==> src/sv/pkup_pkg.sv <==
// Shared types and constants for the PKCS#1 v1.5 unpad stream unit.
package pkup_pkg;

  localparam int unsigned MAX_BLOCK_BYTES = 256;
  localparam int unsigned MIN_PAD         = 8;
  localparam int unsigned QUEUE_DEPTH     = 4;
  localparam int unsigned QUEUE_PTR_W     = $clog2(QUEUE_DEPTH);

  localparam logic [8:0] POS_SAT = 9'd511;

  localparam logic [1:0] REG_BLOCK_TYPE   = 2'd0;
  localparam logic [1:0] REG_BLOCK_LENGTH = 2'd1;
  localparam logic [1:0] REG_CAPACITY     = 2'd2;

  localparam logic [1:0] RESET_BLOCK_TYPE   = 2'd2;
  localparam logic [8:0] RESET_BLOCK_LENGTH = 9'd256;
  localparam logic [8:0] RESET_CAPACITY     = 9'd256;

  localparam logic [7:0] TYPE_PRIVATE = 8'h01;
  localparam logic [7:0] TYPE_PUBLIC  = 8'h02;
  localparam logic [7:0] PAD_FF       = 8'hff;

  typedef enum logic [2:0] {
    ST_OK        = 3'd0,
    ST_BAD_TYPE  = 3'd1,
    ST_NO_SEP    = 3'd2,
    ST_SHORT_PAD = 3'd3,
    ST_BAD_PAD   = 3'd4,
    ST_TOO_LONG  = 3'd5,
    ST_BAD_LEN   = 3'd6
  } status_t;

  typedef struct packed {
    logic [1:0] block_type;
    logic [8:0] block_length;
    logic [8:0] capacity;
  } cfg_t;

  typedef struct packed {
    logic       kind;
    logic [7:0] data;
    status_t    status;
    logic [8:0] length;
    logic       done;
  } result_t;

  // Up to two results per accepted byte, written to the queue in order a, b.
  typedef struct packed {
    logic [1:0] count;
    result_t    a;
    result_t    b;
  } push_t;

endpackage

==> src/sv/pkup_core.sv <==
// Per-byte padding check: block state registers and the single-pass step logic.
module pkup_core #(
  parameter int unsigned MaxBlockBytes = pkup_pkg::MAX_BLOCK_BYTES
) (
  input  logic            clk,
  input  logic            rst,
  input  logic            accept,
  input  logic [7:0]      data_in,
  input  logic            last_in,
  input  pkup_pkg::cfg_t  cfg,
  output pkup_pkg::push_t push
);

  typedef enum logic [4:0] {
    PH_LEAD  = 5'b00001,
    PH_TYPE  = 5'b00010,
    PH_PAD   = 5'b00100,
    PH_DATA  = 5'b01000,
    PH_DRAIN = 5'b10000
  } phase_t;

  localparam logic [9:0] MaxLimit = 10'(MaxBlockBytes);

  phase_t            phase, phase_next;
  logic [8:0]        pos, pos_next;
  logic [8:0]        pad_count, pad_count_next;
  logic [8:0]        pay_count, pay_count_next;
  pkup_pkg::status_t err, err_next;

  logic              bad_len_now;
  logic              type_ok;
  logic              emit;
  pkup_pkg::status_t final_status;
  pkup_pkg::result_t pay_res, stat_res;

  assign bad_len_now = ({1'b0, pos} >= {1'b0, cfg.block_length}) || ({1'b0, pos} >= MaxLimit);
  assign type_ok = ((cfg.block_type == 2'd1) && (data_in == pkup_pkg::TYPE_PRIVATE)) ||
                   ((cfg.block_type == 2'd2) && (data_in == pkup_pkg::TYPE_PUBLIC));

  always_comb begin
    phase_next     = phase;
    pad_count_next = pad_count;
    pay_count_next = pay_count;
    emit           = 1'b0;
    err_next       = bad_len_now ? pkup_pkg::ST_BAD_LEN : err;
    unique case (phase)
      PH_LEAD: phase_next = PH_TYPE;
      PH_TYPE: begin
        if (type_ok) begin
          phase_next = PH_PAD;
        end else begin
          if (err_next == pkup_pkg::ST_OK) err_next = pkup_pkg::ST_BAD_TYPE;
          phase_next = PH_DRAIN;
        end
      end
      PH_PAD: begin
        priority if (data_in == 8'd0) begin
          if (pad_count < 9'(pkup_pkg::MIN_PAD) && err_next == pkup_pkg::ST_OK) begin
            err_next = pkup_pkg::ST_SHORT_PAD;
          end
          phase_next = PH_DATA;
        end else if (cfg.block_type == 2'd1 && data_in != pkup_pkg::PAD_FF) begin
          if (err_next == pkup_pkg::ST_OK) err_next = pkup_pkg::ST_BAD_PAD;
          phase_next = PH_DRAIN;
        end else if (pad_count < pkup_pkg::POS_SAT) begin
          pad_count_next = pad_count + 9'd1;
        end
      end
      PH_DATA: begin
        if (err_next == pkup_pkg::ST_OK) begin
          if (pay_count >= cfg.capacity) begin
            err_next = pkup_pkg::ST_TOO_LONG;
          end else begin
            emit           = 1'b1;
            pay_count_next = pay_count + 9'd1;
          end
        end
      end
      PH_DRAIN: ;
      default: ;
    endcase
  end

  assign pos_next = (pos == pkup_pkg::POS_SAT) ? pos : pos + 9'd1;

  always_comb begin
    priority if (err_next == pkup_pkg::ST_BAD_LEN ||
                 ({1'b0, pos} + 10'd1) != {1'b0, cfg.block_length}) begin
      final_status = pkup_pkg::ST_BAD_LEN;
    end else if (err_next != pkup_pkg::ST_OK) begin
      final_status = err_next;
    end else if (phase_next == PH_DATA) begin
      final_status = pkup_pkg::ST_OK;
    end else if (phase_next == PH_PAD) begin
      final_status = pkup_pkg::ST_NO_SEP;
    end else begin
      final_status = pkup_pkg::ST_BAD_TYPE;
    end
  end

  always_comb begin
    pay_res.kind   = 1'b0;
    pay_res.data   = data_in;
    pay_res.status = pkup_pkg::ST_OK;
    pay_res.length = 9'd0;
    pay_res.done   = ~last_in;

    stat_res.kind   = 1'b1;
    stat_res.data   = 8'd0;
    stat_res.status = final_status;
    stat_res.length = pay_count_next;
    stat_res.done   = 1'b1;

    push.a     = emit ? pay_res : stat_res;
    push.b     = stat_res;
    push.count = accept ? ({1'b0, emit} + {1'b0, last_in}) : 2'd0;
  end

  // Clear the block state after the status result.
  always_ff @(posedge clk) begin
    if (rst) begin
      phase     <= PH_LEAD;
      pos       <= 9'd0;
      pad_count <= 9'd0;
      pay_count <= 9'd0;
      err       <= pkup_pkg::ST_OK;
    end else if (accept) begin
      if (last_in) begin
        phase     <= PH_LEAD;
        pos       <= 9'd0;
        pad_count <= 9'd0;
        pay_count <= 9'd0;
        err       <= pkup_pkg::ST_OK;
      end else begin
        phase     <= phase_next;
        pos       <= pos_next;
        pad_count <= pad_count_next;
        pay_count <= pay_count_next;
        err       <= err_next;
      end
    end
  end

endmodule

==> src/sv/pkup_queue.sv <==
// Result queue: takes up to two results per cycle, hands out one per cycle while pop is high.
module pkup_queue (
  input  logic              clk,
  input  logic              rst,
  input  pkup_pkg::push_t   push,
  input  logic              pop,
  output pkup_pkg::result_t head,
  output logic              valid,
  output logic              room
);

  localparam int unsigned PtrW = pkup_pkg::QUEUE_PTR_W;

  pkup_pkg::result_t mem [pkup_pkg::QUEUE_DEPTH];
  logic [PtrW-1:0]   wr_ptr, rd_ptr;
  logic [PtrW:0]     count, count_next;
  logic [PtrW-1:0]   wr_ptr_b;

  assign valid    = (count != '0);
  // Keep space for a two-result request.
  assign room     = (count <= (PtrW+1)'(pkup_pkg::QUEUE_DEPTH - 2));
  assign head     = mem[rd_ptr];
  assign wr_ptr_b = wr_ptr + PtrW'(1);
  assign count_next = count + (PtrW+1)'(push.count) - (PtrW+1)'(pop);

  always_ff @(posedge clk) begin
    if (rst) begin
      wr_ptr <= '0;
      rd_ptr <= '0;
      count  <= '0;
    end else begin
      wr_ptr <= wr_ptr + PtrW'(push.count);
      if (pop) rd_ptr <= rd_ptr + PtrW'(1);
      count <= count_next;
    end
  end

  always_ff @(posedge clk) begin
    if (push.count != 2'd0) mem[wr_ptr] <= push.a;
    if (push.count == 2'd2) mem[wr_ptr_b] <= push.b;
  end

endmodule

==> src/sv/pkcs1_v15_unpad_stream_unit.sv <==
// Top level of the streaming PKCS#1 v1.5 padding check.
//
//  channel  | handshake              | payload
//  ---------+------------------------+---------------------------------------------
//  input    | in_valid / in_stall    | in_byte, in_last
//  output   | out_valid / out_stall  | out_kind, out_byte, out_status, out_length,
//           |                        | out_end
//  config   | cfg_en (write only)    | cfg_index, cfg_data
//
// One byte is taken per cycle while in_stall is low; its results are written to a four-entry
// queue at the accepting edge and show on the output from the next cycle on.
// A final byte that also carries payload yields two results; the queue absorbs the
// extra one, so with out_stall low the input is never stalled.
// in_stall rises when the queue has fewer than two free entries.
// Reset (rst, synchronous) clears block state and queue and restores the register defaults.
module pkcs1_v15_unpad_stream_unit #(
  parameter int unsigned MaxBlockBytes = pkup_pkg::MAX_BLOCK_BYTES
) (
  input  logic       clk,
  input  logic       rst,
  input  logic       in_valid,
  output logic       in_stall,
  input  logic [7:0] in_byte,
  input  logic       in_last,
  output logic       out_valid,
  input  logic       out_stall,
  output logic       out_kind,
  output logic [7:0] out_byte,
  output logic [2:0] out_status,
  output logic [8:0] out_length,
  output logic       out_end,
  input  logic       cfg_en,
  input  logic [1:0] cfg_index,
  input  logic [8:0] cfg_data
);

  pkup_pkg::cfg_t    cfg;
  pkup_pkg::push_t   push;
  pkup_pkg::result_t head;
  logic              accept;
  logic              room;
  logic              pop;

  always_ff @(posedge clk) begin
    if (rst) begin
      cfg.block_type   <= pkup_pkg::RESET_BLOCK_TYPE;
      cfg.block_length <= pkup_pkg::RESET_BLOCK_LENGTH;
      cfg.capacity     <= pkup_pkg::RESET_CAPACITY;
    end else if (cfg_en) begin
      unique case (cfg_index)
        pkup_pkg::REG_BLOCK_TYPE:   cfg.block_type   <= cfg_data[1:0];
        pkup_pkg::REG_BLOCK_LENGTH: cfg.block_length <= cfg_data;
        pkup_pkg::REG_CAPACITY:     cfg.capacity     <= cfg_data;
        default: ;
      endcase
    end
  end

  assign in_stall = ~room;
  assign accept   = in_valid & room;
  assign pop      = out_valid & ~out_stall;

  pkup_core #(
    .MaxBlockBytes(MaxBlockBytes)
  ) u_core (
    .clk     (clk),
    .rst     (rst),
    .accept  (accept),
    .data_in (in_byte),
    .last_in (in_last),
    .cfg     (cfg),
    .push    (push)
  );

  pkup_queue u_queue (
    .clk   (clk),
    .rst   (rst),
    .push  (push),
    .pop   (pop),
    .head  (head),
    .valid (out_valid),
    .room  (room)
  );

  assign out_kind   = head.kind;
  assign out_byte   = head.data;
  assign out_status = head.status;
  assign out_length = head.length;
  assign out_end    = head.done;

endmodule

==> config.mk <==
export PLATFORM = sky130hd
export DESIGN_NAME = pkcs1_v15_unpad_stream_unit
export DESIGN_NICKNAME = d
export VERILOG_FILES = /design/src/sv/pkup_pkg.sv /design/src/sv/pkup_core.sv /design/src/sv/pkup_queue.sv /design/src/sv/pkcs1_v15_unpad_stream_unit.sv
export SDC_FILE = /design/constraint.sdc
export NUM_CORES = 1
export LEC_CHECK = 0
export BUFFER_PORTS_ARGS = -buffer_cell sky130_fd_sc_hd__buf_4
export CORE_ASPECT_RATIO = 1.75
export CORE_MARGIN = 2
export CORE_UTILIZATION = 40
export DETAILED_ROUTE_END_ITERATION = 10
export MAX_ROUTING_LAYER = met4
export PLACE_DENSITY_LB_ADDON = 0.12
export SLEW_MARGIN = 20
export SYNTH_ARGS = -nofsm -noshare
export SYNTH_HDL_FRONTEND = slang
export SYNTH_SLANG_ARGS = --single-unit
==> constraint.sdc <==
create_clock -name clk -period 3.8 [get_ports clk]
set_clock_uncertainty 0.1 [all_clocks]
set_input_delay 0.38 -clock clk [delete_from_list [all_inputs] [get_ports clk]]
set_output_delay 0.38 -clock clk [all_outputs]
set_load 0.01 [all_outputs]
==> report_table.html, run 1 <==
<table>
<tr><th>Metric</th><th>Value</th></tr>
<tr><th colspan="2">Floorplan</th></tr>
<tr><td>Initial standard-cell utilization of the core</td><td>40.5%</td></tr>
<tr><td>Floorplan core area</td><td>0.0189 mm^2</td></tr>
<tr><td>Core Rows</td><td>67</td></tr>
<tr><td>Io pins</td><td>49</td></tr>
<tr><td>Die boundary width</td><td>~110 um</td></tr>
<tr><td>Height of the chip</td><td>187 um</td></tr>
<tr><td>Die area</td><td>approximately 0.02 mm^2</td></tr>
<tr><th colspan="2">Min path</th></tr>
<tr><td>Number of stages on the worst hold path</td><td>3</td></tr>
<tr><td>Class of the tightest hold or removal check</td><td>in2reg</td></tr>
<tr><td>Critical hold path startpoint</td><td>cfg_data[4]</td></tr>
<tr><td>Endpoint with the worst hold slack</td><td>cfg[13]</td></tr>
<tr><th colspan="2">Logic synthesis</th></tr>
<tr><td>Post-synth EDFFs</td><td>48</td></tr>
<tr><td>Number of nets in the synthesized netlist</td><td>830</td></tr>
<tr><td>Avg Synthesized Cell Area</td><td>9.86 um^2</td></tr>
<tr><td>Synth async-reset ratio</td><td>0%</td></tr>
<tr><td>Ys Warns</td><td>0</td></tr>
<tr><td>Most used DFF post-synth</td><td>dfxtp_1</td></tr>
<tr><td>Netlist area before placement</td><td>between 0.007 and 0.008 mm^2</td></tr>
<tr><td>Synth unique cells</td><td>76</td></tr>
<tr><td>Synthesized netlist cell count</td><td>approximately 780</td></tr>
<tr><td>Seq/Total Area, Yosys</td><td>46.0%</td></tr>
<tr><td>Number of register bits inferred by synthesis</td><td>around 150</td></tr>
<tr><th colspan="2">STA</th></tr>
<tr><td>Hold violation count in the final report</td><td>0</td></tr>
<tr><td>Crit share post-route</td><td>a little over nine tenths</td></tr>
<tr><td>Slew @ Worst Pin</td><td>slightly above 0.7 ns</td></tr>
<tr><td>Worst slew margin relative to its limit</td><td>between 50% and 60%</td></tr>
<tr><td>Final critical-path required period</td><td>around 3.6 ns</td></tr>
<tr><td>Total negative slack</td><td>0 ns</td></tr>
<tr><td>Unrepaired setup endpoints after global routing</td><td>no</td></tr>
<tr><td>Worst hold margin</td><td>0.0993 ns</td></tr>
<tr><td>Fmax</td><td>approximately 280 MHz</td></tr>
<tr><td>Slew Viols, Final</td><td>0</td></tr>
<tr><td>Count of final setup violators</td><td>0</td></tr>
<tr><th colspan="2">Detailed routing</th></tr>
<tr><td>Pre-antenna DRT Iters</td><td>4</td></tr>
<tr><td>Routed length per placed instance</td><td>about 18 um</td></tr>
<tr><td>Via count</td><td>between 5000 and 6000</td></tr>
<tr><td>Routed Antenna Nets</td><td>0</td></tr>
<tr><td>DRT Wirelength</td><td>19.5 mm</td></tr>
<tr><td>DRC violation count after routing</td><td>0</td></tr>
<tr><td>Vias per cell</td><td>5.49</td></tr>
<tr><td>DRC violation total after the first TritonRoute iteration</td><td>around 290</td></tr>
<tr><th colspan="2">Clocking</th></tr>
<tr><td>Clk sinks</td><td>between 150 and 200</td></tr>
<tr><td>Number of setup buffers added after CTS</td><td>0</td></tr>
<tr><td>Number of clock buffers inserted by TritonCTS</td><td>17</td></tr>
<tr><td>Clock-pin slew reported for the worst setup and hold paths after clock tree synthesis</td><td>roughly 0.070 ns</td></tr>
<tr><td>CTS tree</td><td>built</td></tr>
<tr><td>Bufs on Longest Clock Path</td><td>2</td></tr>
<tr><td>CTS root buffer</td><td>clkbuf_16</td></tr>
<tr><td>Clock H-tree levels</td><td>4</td></tr>
<tr><td>Later-pin clock latency in the skew report</td><td>0.42 ns</td></tr>
<tr><th colspan="2">Cells and area</th></tr>
<tr><td>Share of post-route cells with drive strength above 1</td><td>around 18%</td></tr>
<tr><td>Count of filler cells inserted in the layout</td><td>between 1500 and 2000</td></tr>
<tr><td>Post-layout nets</td><td>about 880</td></tr>
<tr><td>Number of antenna repair diodes</td><td>0</td></tr>
<tr><td>Area added between synthesis and finish</td><td>16.3%</td></tr>
<tr><th colspan="2">Setup path</th></tr>
<tr><td>Arrival time of data at the critical path endpoint</td><td>3.66 ns</td></tr>
<tr><td>Reg2reg setup slack</td><td>0.21 ns</td></tr>
<tr><td>Number of cells traversed by the worst register-to-register path</td><td>11</td></tr>
<tr><td>Crit end category</td><td>flop</td></tr>
<tr><td>Largest incremental delay on the critical path</td><td>between 0.4 and 0.5 ns</td></tr>
<tr><td>List of cells traversed by the critical path</td><td>ha_1 &gt; nand3_1 &gt; or2_2 &gt; nor2_1 &gt; ha_1 &gt; xor2_1 &gt; or4_1 &gt; nor4_1 &gt; buf_4 &gt; o311a_1 &gt; nor2_1</td></tr>
<tr><td>Family of cells with the greatest summed delay on the critical path</td><td>simple AND/OR/NAND/NOR gates</td></tr>
<tr><td>Slowest cell on the critical path</td><td>or4_1</td></tr>
<tr><td>Endpoint required time on the critical path</td><td>approximately 3.9 ns</td></tr>
<tr><td>Crit Path Category</td><td>reg2reg</td></tr>
<tr><td>Buffer and inverter count on the worst path</td><td>1</td></tr>
<tr><td>FF-to-FF End</td><td>u_queue.mem[0][11]</td></tr>
<tr><td>Startpoint type of the worst setup path</td><td>flop</td></tr>
<tr><td>Maximum net fanout on the critical path</td><td>6</td></tr>
<tr><td>Reg2Reg Launch Point</td><td>u_core.pos[0]</td></tr>
<tr><th colspan="2">GRT</th></tr>
<tr><td>Number of global-route vias before repair</td><td>around 6100</td></tr>
<tr><td>Overflow left after global routing</td><td>0</td></tr>
<tr><td>Initial antenna violation count</td><td>0</td></tr>
<tr><td>Combined global-route utilization of all metal layers</td><td>20.9%</td></tr>
<tr><td>Pin count of the biggest net entering global routing</td><td>55</td></tr>
<tr><td>Global-route wire length before repair</td><td>31.5 mm</td></tr>
<tr><th colspan="2">Power and ir drop</th></tr>
<tr><td>Switch share</td><td>a little over a quarter</td></tr>
<tr><td>Part of the total power dissipated in sequential elements</td><td>41.7%</td></tr>
<tr><td>Pwr Density</td><td>about 490 mW/mm^2</td></tr>
<tr><td>Net switching power figure</td><td>~1.2 mW</td></tr>
<tr><td>P_leak</td><td>between 3 and 4 nW</td></tr>
<tr><td>Proportion of power drawn by the clock network</td><td>40.1%</td></tr>
<tr><td>P_int</td><td>roughly 3.2 mW</td></tr>
<tr><td>Logic pwr share</td><td>18.2%</td></tr>
<tr><td>Worst ir drop on vdd</td><td>0.270 mV</td></tr>
<tr><td>Sum of internal, switching and leakage power</td><td>around 4.4 mW</td></tr>
<tr><th colspan="2">Status</th></tr>
<tr><td>Status</td><td>completed</td></tr>
<tr><th colspan="2">Job</th></tr>
<tr><td>Maximum Capacitance Violations</td><td>0</td></tr>
<tr><th colspan="2">Placement</th></tr>
<tr><td>Final weighted congestion of routability-driven global placement</td><td>around 0.87</td></tr>
<tr><td>Estimated wirelength of the detail-placed design</td><td>14.2 mm</td></tr>
<tr><td>Count of buffers inserted at the top-level ports</td><td>between 40 and 50</td></tr>
</table>
==> kinds of logic after synthesis <==
logic type,synth area share [%]
AOI/OAI and AO/OA,12.6
adders and majority gates,4.67
muxes,9.09
buffers and inverters,4.26
DFF,46.0
and+or+nand+nor,19.8
xor gates and xnor gates,3.66
==> registers in the layout, summed over array words and instances, names as in the netlist, 3 cells and up, named ones only <==
register	count
cfg	20
u_core.pad_count	9
u_core.err	3
u_core.pos	9
u_core.phase	5
u_core.pay_count	9
u_queue.count	3
u_queue.mem	88
==> worst min-delay path, delay by kind of cell <==
family | cells | cell delay [ns]
AND/OR/NAND/NOR | 1 | 0.07
multiplexers | 1 | 0.05
buffers and inverters | 1 | 0.09
==> how the worst max path moves through the flow <==
stage | startpoint | to | slack, ns | depth (start not counted)
floorplan | cfg[15] | u_queue.mem[1][10] | 0.18 | 10
global placement | u_core.pos[0] | u_queue.mem[0][11] | 0.16 | 11
detailed placement | u_core.pos[0] | u_queue.mem[0][11] | 0.23 | 11
CTS | u_core.pos[0] | u_queue.mem[0][11] | 0.21 | 11
global route | cfg[11] | u_queue.mem[3][6] | 0.02 | 12
finish | u_core.pos[0] | u_queue.mem[0][11] | 0.21 | 11
==> metrics by stage <==
step / worst slack, ns / instances / instance area, um^2 / util (%)
finish: 0.207 / 1084 / 8920 / 47.1
CTS: 0.214 / 1084 / 8910 / 47.0
detailed placement: 0.230 / 1052 / 8310 / 43.9
global placement: 0.160 / 1052 / 8310 / 43.9
floorplan: 0.182 / 777 / 7660 / -
global route: 0.0207 / 1084 / 8920 / 47.1
==> cells in the mapped netlist (all sizes together), types with 4 or more instances <==
master	instances	area (um^2)
a21oi	31	159
a22o	8	70.1
a22oi	5	37.5
a31oi	6	37.5
and2	6	37.5
and3	7	46.3
buf	15	96.3
clkbuf	25	118
dfxtp	104	2080
edfxtp	48	1440
ha	27	338
inv	30	113
mux2i	19	190
mux4	22	495
nand2	53	199
nand2b	9	56.3
nand3	39	210
nand4	14	87.6
nor2	117	442
nor2b	8	50.1
nor3	14	75.1
nor3b	5	42.5
nor4	7	50.1
o21a	4	30.0
o21ai	55	287
or3	13	82.6
or4	7	56.3
xnor2	18	158
xor2	14	123
==> power by group through the flow <==
stage | registers [mW] | clock network (mW) | logic, mW
2_1_floorplan | 1.83 | 0 | 0.537
3_3_place_gp | 1.85 | 0 | 0.800
3_5_place_dp | 1.85 | 0 | 0.816
4_1_cts | 1.82 | 1.79 | 0.818
5_1_grt | 1.83 | 1.86 | 0.886
6_report | 1.82 | 1.75 | 0.796
==> cell type report <==
class / instances / area [um^2] / area share (%)
Multi-Input combinational cell: 555 / 3820 / 42.8
Sequential cell: 152 / 3520 / 39.5
Timing Repair Buffer: 74 / 556 / 6.23
Clock buffer: 21 / 462 / 5.18
Tap cell: 241 / 302 / 3.38
Clock inverter: 11 / 144 / 1.61
Inverter: 30 / 113 / 1.26
==> cells in the final DEF, fill, tap and decap left out, types with 4 or more instances in the layout <==
master / count
a21oi_1: 30
inv_1: 30
clkinv_2: 4
o21a_1: 4
clkbuf_16: 18
a22oi_1: 5
nor3b_1: 4
and3_1: 5
nor4_1: 6
o21ai_0: 51
xnor2_1: 18
or3_1: 12
mux2i_1: 19
nor2_1: 116
nand2_1: 53
nor3_1: 13
nand3_1: 36
dfxtp_1: 104
nor2b_1: 8
a22o_1: 8
edfxtp_1: 48
nand2b_1: 9
mux4_2: 22
or4_1: 6
nand4_1: 14
a31oi_1: 6
and2_1: 6
buf_4: 74
ha_1: 26
xor2_1: 14
==> per-layer routing <==
layer | routed length, um | up-vias | GRT usage [%] | share of wire (%)
li1 | - | 2918 | - | -
met1 | 7610 | 2875 | 22.3 | 39
met2 | 10800 | 117 | 37.0 | 55
met3 | 441 | 38 | 3.28 | 2.3
met4 | 635 | 0 | 10.0 | 3.3
met5 | 0 | - | - | 0
==> what timing repair did <==
action | in CTS | in global routing
hold buffers | 0 | 0
endpoints found under the setup margin | 0 | 1
resized for setup | 0 | 1
Note: power is estimated with default switching activity, not from simulation.
==> run 2: changes to the inputs <==
--- a/config.mk
+++ b/config.mk
@@ -15,4 +15,5 @@
 export SLEW_MARGIN = 20
 export SYNTH_ARGS = -nofsm -noshare
 export SYNTH_HDL_FRONTEND = slang
+export SYNTH_HIERARCHICAL = 1
 export SYNTH_SLANG_ARGS = --single-unit
==> run 2 against run 1 <==
Compared with the run above:
- fmax fell by 0.12%
- power rose by 0.28%
- critical path depth rose by 2
- highest routed layer unchanged
- cell area rose by 14%
- combinational power rose by 3.6%
- synthesized area rose by 12%
- first-iteration DRC count fell by 16%
- clock-buffer cell count fell by 1
- critical path type unchanged
- largest power group unchanged
- register-to-register slack barely moved
==> report_table.html, run 2 <==
<table>
<tr><th>Metric</th><th>Value</th></tr>
<tr><th colspan="2">Status</th></tr>
<tr><td>Status</td><td>completed</td></tr>
<tr><th colspan="2">Setup path</th></tr>
<tr><td>Family of cells with the greatest summed delay on the critical path</td><td>compound AO/OA/AOI/OAI gates</td></tr>
<tr><td>Logic depth of the worst setup path including buffers</td><td>13</td></tr>
<tr><td>Buffer and inverter count on the worst path</td><td>4</td></tr>
<tr><td>Slowest cell on the critical path</td><td>a2111oi_4</td></tr>
<tr><td>Largest incremental delay on the critical path</td><td>slightly above 0.4 ns</td></tr>
<tr><td>Crit Path Category</td><td>reg2reg</td></tr>
<tr><td>Number of cells traversed by the worst register-to-register path</td><td>13</td></tr>
<tr><td>Crit end category</td><td>flop</td></tr>
<tr><td>Arrival time of data at the critical path endpoint</td><td>~3.7 ns</td></tr>
<tr><td>Endpoint required time on the critical path</td><td>around 3.9 ns</td></tr>
<tr><td>List of cells traversed by the critical path</td><td>inv_2 &gt; ha_1 &gt; nand2b_1 &gt; a211oi_2 &gt; o311ai_2 &gt; a2111oi_4 &gt; ha_2 &gt; inv_1 &gt; nor2_1 &gt; buf_4 &gt; nor4bb_4 &gt; buf_12 &gt; mux2_2</td></tr>
<tr><td>Maximum net fanout on the critical path</td><td>23</td></tr>
<tr><td>Startpoint type of the worst setup path</td><td>flop</td></tr>
<tr><th colspan="2">STA</th></tr>
<tr><td>Count of final setup violators</td><td>0</td></tr>
<tr><td>Total negative slack</td><td>0 ns</td></tr>
<tr><td>Fmax</td><td>278 MHz</td></tr>
<tr><td>Slew @ Worst Pin</td><td>0.694 ns</td></tr>
<tr><td>Slew Viols, Final</td><td>0</td></tr>
<tr><td>Crit share post-route</td><td>between 90% and 100%</td></tr>
<tr><td>Worst hold margin</td><td>around 0.14 ns</td></tr>
<tr><td>Final critical-path required period</td><td>between 3 and 4 ns</td></tr>
<tr><td>Hold violation count in the final report</td><td>0</td></tr>
<tr><td>Worst slew margin relative to its limit</td><td>between 50 and 60%</td></tr>
<tr><td>Unrepaired setup endpoints after global routing</td><td>no</td></tr>
<tr><th colspan="2">Power and ir drop</th></tr>
<tr><td>Pwr Density</td><td>~430 mW/mm^2</td></tr>
<tr><td>P_leak</td><td>about 3.9 nW</td></tr>
<tr><td>Worst ir drop on vdd</td><td>approximately 0.23 mV</td></tr>
<tr><th colspan="2">Floorplan</th></tr>
<tr><td>Initial standard-cell utilization of the core</td><td>40.4%</td></tr>
<tr><td>Floorplan core area</td><td>0.0213 mm^2</td></tr>
<tr><td>Die area</td><td>between 0.02 and 0.025 mm^2</td></tr>
<tr><td>Core Rows</td><td>between 70 and 80</td></tr>
<tr><td>Height of the chip</td><td>between 150 and 200 um</td></tr>
<tr><td>Io pins</td><td>49</td></tr>
<tr><td>Die boundary width</td><td>115 um</td></tr>
<tr><th colspan="2">Clocking</th></tr>
<tr><td>CTS tree</td><td>built</td></tr>
<tr><td>Later-pin clock latency in the skew report</td><td>0.43 ns</td></tr>
<tr><td>Number of clock buffers inserted by TritonCTS</td><td>17</td></tr>
<tr><td>Clk sinks</td><td>between 150 and 200</td></tr>
<tr><td>Clock H-tree levels</td><td>4</td></tr>
<tr><td>Bufs on Longest Clock Path</td><td>2</td></tr>
<tr><td>Clock-pin slew reported for the worst setup and hold paths after clock tree synthesis</td><td>around 0.06 ns</td></tr>
<tr><td>CTS root buffer</td><td>clkbuf_16</td></tr>
<tr><th colspan="2">Logic synthesis</th></tr>
<tr><td>Ys Warns</td><td>6</td></tr>
<tr><td>Most repeated cell in the gate-level netlist after synthesis</td><td>edfxtp_1</td></tr>
<tr><td>Area fraction of the dominant cell type after synthesis</td><td>30.7%</td></tr>
<tr><td>Avg Synthesized Cell Area</td><td>between 10 and 15 um^2</td></tr>
<tr><td>Most used DFF post-synth</td><td>edfxtp_1</td></tr>
<tr><td>Netlist area before placement</td><td>0.00861 mm^2</td></tr>
<tr><td>Synth async-reset ratio</td><td>0%</td></tr>
<tr><td>Leading cell types by total area after synthesis</td><td>edfxtp_1, dfxtp_1, mux2_2</td></tr>
<tr><td>Number of register bits inferred by synthesis</td><td>between 150 and 200</td></tr>
<tr><td>Leading post-synthesis cells by instance count</td><td>edfxtp_1, mux2_2, dfxtp_1, nor2_1, inv_1</td></tr>
<tr><td>Synth unique cells</td><td>68</td></tr>
<tr><td>Post-synth EDFFs</td><td>88</td></tr>
<tr><td>Seq/Total Area, Yosys</td><td>a little under half</td></tr>
<tr><td>Synthesized netlist cell count</td><td>~750</td></tr>
<tr><td>Cell taking the most area after synthesis</td><td>edfxtp_1</td></tr>
<tr><th colspan="2">GRT</th></tr>
<tr><td>Combined global-route utilization of all metal layers</td><td>roughly a fifth</td></tr>
<tr><td>Pin count of the biggest net entering global routing</td><td>65</td></tr>
<tr><td>Number of global-route vias before repair</td><td>about 6200</td></tr>
<tr><td>Global-route wire length before repair</td><td>33.8 mm</td></tr>
<tr><td>Initial antenna violation count</td><td>0</td></tr>
<tr><td>Overflow left after global routing</td><td>0</td></tr>
<tr><th colspan="2">Detailed routing</th></tr>
<tr><td>DRT Wirelength</td><td>21.4 mm</td></tr>
<tr><td>DRC violation count after routing</td><td>0</td></tr>
<tr><td>DRC violation total after the first TritonRoute iteration</td><td>240</td></tr>
<tr><td>Via count</td><td>around 6000</td></tr>
<tr><td>Vias per cell</td><td>between 5 and 6</td></tr>
<tr><td>Routed Antenna Nets</td><td>0</td></tr>
<tr><td>Pre-antenna DRT Iters</td><td>4</td></tr>
<tr><td>Routed length per placed instance</td><td>approximately 20 um</td></tr>
<tr><th colspan="2">Placement</th></tr>
<tr><td>Count of buffers inserted at the top-level ports</td><td>48</td></tr>
<tr><td>Estimated wirelength of the detail-placed design</td><td>~16 mm</td></tr>
<tr><td>Final weighted congestion of routability-driven global placement</td><td>slightly below 0.9</td></tr>
<tr><th colspan="2">Cells and area</th></tr>
<tr><td>Number of flip-flops under the largest register name</td><td>about 90</td></tr>
<tr><td>Final core utilization</td><td>~47%</td></tr>
<tr><td>Area added between synthesis and finish</td><td>17.5%</td></tr>
<tr><td>Reg with most FFs</td><td>u_queue/mem</td></tr>
<tr><td>Leading cell types in the layout, fill and taps excluded</td><td>edfxtp_1, mux2_2, buf_4</td></tr>
<tr><td>Most common library cell in the layout ignoring fill and taps</td><td>edfxtp_1</td></tr>
<tr><td>Number of antenna repair diodes</td><td>0</td></tr>
<tr><td>Post-layout nets</td><td>about 870</td></tr>
<tr><td>Share of post-route cells with drive strength above 1</td><td>a little under a third</td></tr>
<tr><td>Registers with the most flip-flops</td><td>u_queue/mem: 88 flops, cfg: 20 flops</td></tr>
<tr><th colspan="2">Min path</th></tr>
<tr><td>Class of the tightest hold or removal check</td><td>in2reg</td></tr>
<tr><td>Number of stages on the worst hold path</td><td>3</td></tr>
<tr><th colspan="2">Job</th></tr>
<tr><td>Maximum Capacitance Violations</td><td>0</td></tr>
</table>
-- run 2: changes by cell type in the layout (fill, tap and decap cells not counted), moves of 21 or more --
cell      before  now
nand2_1       53   22
edfxtp_1      48   88
o21ai_0       51   17
nor2_1       116   63
dfxtp_1      104   61
nand2b_1       9   30
mux2_2         1   86
nand3_1       36   13
-- run 2: worst paths after layout --
path                             from                  to  slack (ns)
hold reg to reg                cfg[4]              cfg[4]        0.38
setup reg to reg  u_core/pay_count[0]  u_queue/mem[2][11]        0.20
setup / recovery  u_core/pay_count[0]  u_queue/mem[2][11]        0.20
hold / removal            cfg_data[1]             cfg[19]        0.14
-- run 2: worst min-delay path, stage by stage --
cell and delay (ns):
buf_4 0.09, nor2_1 0.04, mux2i_1 0.12
-- run 2: power by group --
part,switching (mW),internal (mW),leakage (nW)
logic,0.411,0.414,2.22
registers,0.0453,1.80,1.37
clock network,0.696,1.01,0.284
total,1.15,3.23,3.87
-- run 2: kinds of logic after synthesis --
| group | after synthesis | synth area share, % |
|---|---|---|
| and+or+nand+nor | 237 | 15.5 |
| DFF | 152 | 45.6 |
| muxes | 134 | 20.0 |
| AOI/OAI and AO/OA | 89 | 6.77 |
| buffers and inverters | 83 | 4.87 |
| adders and majority gates | 28 | 4.16 |
| xor gates and xnor gates | 26 | 2.98 |
| other | 2 | 0.0872 |
-- run 2: timing repair --
action | CTS | global route
endpoints found under the hold margin | 0 | 0
pin swaps | 0 | 4
endpoints found under the setup margin | 8 | 41
gates resized for setup | 3 | 10
hold buffers | 0 | 0
setup buffers | 0 | 1
-- run 2: final cells by class --
type	instances	area, um^2
fill	1970	11200
multi-input combinational	524	4410
sequential	152	3930
timing repair buffer	82	728
clock buffer	20	457
tap	255	319
clock inverter	12	140
inverter	37	139
-- run 2: per-layer routing --
metal / GRT usage [%] / up-vias / part of all wire [%]
met5: - / - / 0
met4: 8.61 / 0 / 2.9
met2: 38.8 / 106 / 58
met3: 3.80 / 35 / 2.5
met1: 19.8 / 2980 / 37
li1: - / 2881 / -
-- run 2: stage by stage --
step | setup WS [ns] | std cells | power, mW | area [um^2]
after floorplan | 0.00741 | 759 | 2.41 | 8690
after global placement | 0.167 | 1049 | 2.72 | 9470
after detailed placement | -0.108 | 1049 | 2.73 | 9470
after CTS | 0.00275 | 1081 | 4.44 | 10100
after global routing | 0.0127 | 1082 | 4.58 | 10100
final | 0.203 | 1082 | 4.38 | 10100
==> run 3: changes to the inputs <==
--- a/config.mk
+++ b/config.mk
@@ -8,7 +8,7 @@
 export BUFFER_PORTS_ARGS = -buffer_cell sky130_fd_sc_hd__buf_4
 export CORE_ASPECT_RATIO = 1.75
 export CORE_MARGIN = 2
-export CORE_UTILIZATION = 40
+export CORE_UTILIZATION = 35
 export DETAILED_ROUTE_END_ITERATION = 10
 export MAX_ROUTING_LAYER = met4
 export PLACE_DENSITY_LB_ADDON = 0.12
==> run 3 against run 2 <==
Compared with the run above:
- cell area up 1.4%
- sequential power about the same
- combinational power up 1%
- cell count up 6.7%
- first-iteration DRC count up 35%
- fmax up 1.4%
- wire length up 6.3%
- sequential share of layout area down 0.54 points
- via count down 0.68%
- die area up 14%
- sequential cell count unchanged
- non-clock buffer count up 15
- largest power group unchanged
==> report_table.html, run 3 (synthesis gave the netlist of run 2 again) <==
<table>
<tr><th>Metric</th><th>Value</th></tr>
<tr><th colspan="2">Floorplan</th></tr>
<tr><td>Die boundary width</td><td>roughly 120 um</td></tr>
<tr><td>Height of the chip</td><td>212 um</td></tr>
<tr><td>Core Rows</td><td>76</td></tr>
<tr><td>Floorplan core area</td><td>between 0.02 and 0.025 mm^2</td></tr>
<tr><td>Die area</td><td>around 0.026 mm^2</td></tr>
<tr><td>Initial standard-cell utilization of the core</td><td>a little over a third</td></tr>
<tr><td>Io pins</td><td>around 50</td></tr>
<tr><th colspan="2">Cells and area</th></tr>
<tr><td>Final instance area</td><td>0.0103 mm^2</td></tr>
<tr><td>Most common library cell in the layout ignoring fill and taps</td><td>buf_4</td></tr>
<tr><td>Leading cell types in the layout, fill and taps excluded</td><td>buf_4, edfxtp_1, mux2_2</td></tr>
<tr><td>Share of post-route cells with drive strength above 1</td><td>32.1%</td></tr>
<tr><td>Reg area</td><td>just under 0.004 mm^2</td></tr>
<tr><td>Count of filler cells inserted in the layout</td><td>roughly 2300</td></tr>
<tr><td>Number of antenna repair diodes</td><td>0</td></tr>
<tr><td>Reg with most FFs</td><td>u_queue/mem</td></tr>
<tr><td>Registers with the most flip-flops</td><td>u_queue/mem: 88 flops, cfg: 20 flops</td></tr>
<tr><td>Area added between synthesis and finish</td><td>19.2%</td></tr>
<tr><td>Number of flip-flops under the largest register name</td><td>88</td></tr>
<tr><td>Non-filler cells, final</td><td>~1200</td></tr>
<tr><td>Area of combinational cells with multiple inputs</td><td>about 0.0044 mm^2</td></tr>
<tr><td>Post-layout nets</td><td>~880</td></tr>
<tr><td>Final core utilization</td><td>~42%</td></tr>
<tr><th colspan="2">STA</th></tr>
<tr><td>Slew @ Worst Pin</td><td>~0.64 ns</td></tr>
<tr><td>Crit share post-route</td><td>between 90 and 100%</td></tr>
<tr><td>Slew Viols, Final</td><td>0</td></tr>
<tr><td>Fmax</td><td>approximately 280 MHz</td></tr>
<tr><td>Count of final setup violators</td><td>0</td></tr>
<tr><td>Hold violation count in the final report</td><td>0</td></tr>
<tr><td>Final critical-path required period</td><td>3.55 ns</td></tr>
<tr><td>Worst hold margin</td><td>0.115 ns</td></tr>
<tr><td>Unrepaired setup endpoints after global routing</td><td>no</td></tr>
<tr><td>Total negative slack</td><td>0 ns</td></tr>
<tr><td>Worst slew margin relative to its limit</td><td>57.4%</td></tr>
<tr><td>Final critical-path setup slack</td><td>0.251 ns</td></tr>
<tr><th colspan="2">Detailed routing</th></tr>
<tr><td>Pre-antenna DRT Iters</td><td>4</td></tr>
<tr><td>DRC violation total after the first TritonRoute iteration</td><td>around 320</td></tr>
<tr><td>Via count</td><td>between 5000 and 6000</td></tr>
<tr><td>Routed Antenna Nets</td><td>0</td></tr>
<tr><td>DRT Wirelength</td><td>22.7 mm</td></tr>
<tr><td>Routed length per placed instance</td><td>19.7 um</td></tr>
<tr><td>Vias per cell</td><td>5.17</td></tr>
<tr><td>DRC violation count after routing</td><td>0</td></tr>
<tr><th colspan="2">Job</th></tr>
<tr><td>Maximum Capacitance Violations</td><td>0</td></tr>
<tr><th colspan="2">Status</th></tr>
<tr><td>Status</td><td>completed</td></tr>
<tr><th colspan="2">Clocking</th></tr>
<tr><td>Clock-pin slew reported for the worst setup and hold paths after clock tree synthesis</td><td>0.06 ns</td></tr>
<tr><td>Bufs on Longest Clock Path</td><td>2</td></tr>
<tr><td>Clock H-tree levels</td><td>4</td></tr>
<tr><td>CTS tree</td><td>built</td></tr>
<tr><td>Clk sinks</td><td>about 150</td></tr>
<tr><td>Cts-stage hold buffer count</td><td>0</td></tr>
<tr><td>Later-pin clock latency in the skew report</td><td>roughly 0.43 ns</td></tr>
<tr><td>Number of clock buffers inserted by TritonCTS</td><td>17</td></tr>
<tr><td>CTS root buffer</td><td>clkbuf_16</td></tr>
<tr><td>Number of setup buffers added after CTS</td><td>0</td></tr>
<tr><th colspan="2">GRT</th></tr>
<tr><td>Pin count of the biggest net entering global routing</td><td>65</td></tr>
<tr><td>Global-route wire length before repair</td><td>around 36 mm</td></tr>
<tr><td>Overflow left after global routing</td><td>0</td></tr>
<tr><td>Number of global-route vias before repair</td><td>about 6400</td></tr>
<tr><td>Initial antenna violation count</td><td>0</td></tr>
<tr><td>Combined global-route utilization of all metal layers</td><td>19.2%</td></tr>
<tr><th colspan="2">Power and ir drop</th></tr>
<tr><td>P_leak</td><td>between 3 and 4 nW</td></tr>
<tr><td>Worst ir drop on vdd</td><td>between 0.2 and 0.25 mV</td></tr>
<tr><td>Sum of internal, switching and leakage power</td><td>approximately 4.4 mW</td></tr>
<tr><td>Pwr Density</td><td>roughly 430 mW/mm^2</td></tr>
<tr><th colspan="2">Placement</th></tr>
<tr><td>Count of buffers inserted at the top-level ports</td><td>48</td></tr>
<tr><td>Worst setup slack before clock tree synthesis</td><td>-0.0451 ns</td></tr>
<tr><td>Count of placed standard cells including taps</td><td>1122</td></tr>
<tr><td>Final weighted congestion of routability-driven global placement</td><td>roughly 0.87</td></tr>
<tr><td>Placed cell areas</td><td>0.00964 mm^2</td></tr>
<tr><td>Estimated wirelength of the detail-placed design</td><td>approximately 16 mm</td></tr>
<tr><th colspan="2">Min path</th></tr>
<tr><td>Class of the tightest hold or removal check</td><td>in2reg</td></tr>
<tr><th colspan="2">Setup path</th></tr>
<tr><td>Startpoint type of the worst setup path</td><td>flop</td></tr>
<tr><td>Endpoint required time on the critical path</td><td>4.00 ns</td></tr>
<tr><td>Crit Path Category</td><td>reg2reg</td></tr>
<tr><td>Crit end category</td><td>flop</td></tr>
<tr><td>Maximum net fanout on the critical path</td><td>5</td></tr>
<tr><td>Arrival time of data at the critical path endpoint</td><td>around 3.8 ns</td></tr>
</table>
==> run 3: cell count changes in the layout (fill, tap and decap cells not counted), sizes merged <==
cell	previous run	this run
buf	82	97
clkinv	3	9
inv	41	38
clkbuf	20	18
clkinvlp	3	2
==> run 3: power breakdown <==
part           switching [mW]  internal [mW]  total [mW]
combinational           0.419          0.417       0.836
clock                   0.708          0.971        1.68
sequential             0.0458           1.80        1.85
total                    1.17           3.19        4.36
==> run 3: path summary, 6_finish.rpt <==
| check | start | endpoint | slack, ns | cells after the start |
|---|---|---|---|---|
| min reg2reg | cfg[5] | cfg[5] | 0.38 | 2 |
| min | cfg_data[1] | cfg[19] | 0.11 | 3 |
| max reg2reg | cfg[4] | u_queue/count[2] | 0.25 | 15 |
| max | cfg[4] | u_queue/count[2] | 0.25 | 15 |
==> run 3: cell type report <==
class	count	share of cell area (%)
Clock buffer	18	4.18
Clock inverter	14	1.49
Multi-Input combinational cell	524	43.0
Sequential cell	152	38.3
Timing Repair Buffer	97	7.95
Tap cell	312	3.80
Inverter	37	1.35
==> run 3: metal layers <==
metal  track usage [%]  wire length [um]  vias up
met5                 -                 0        -
met4              10.9              1160        0
met3              3.39               650       45
met2              35.0             12700      105
met1              18.6              8250     2908
li1                  -                 -     2903
==> run 3: what timing repair did <==
action / 4_1_cts / 5_1_grt
gates resized for setup: 2 / 7
endpoints found under the setup margin: 4 / 36
pin swaps: 0 / 1
==> run 3: critical path: stages, from the launching register on <==
cell	delay, ns
dfxtp_1	0.34
inv_1	0.05
ha_1	0.30
a211o_1	0.29
o211ai_1	0.11
o311ai_2	0.18
a2111oi_4	0.43
ha_1	0.21
inv_1	0.07
nor2_2	0.18
buf_4	0.16
inv_1	0.04
ha_1	0.30
fa_1	0.43
xor3_1	0.20
nor2_1	0.04
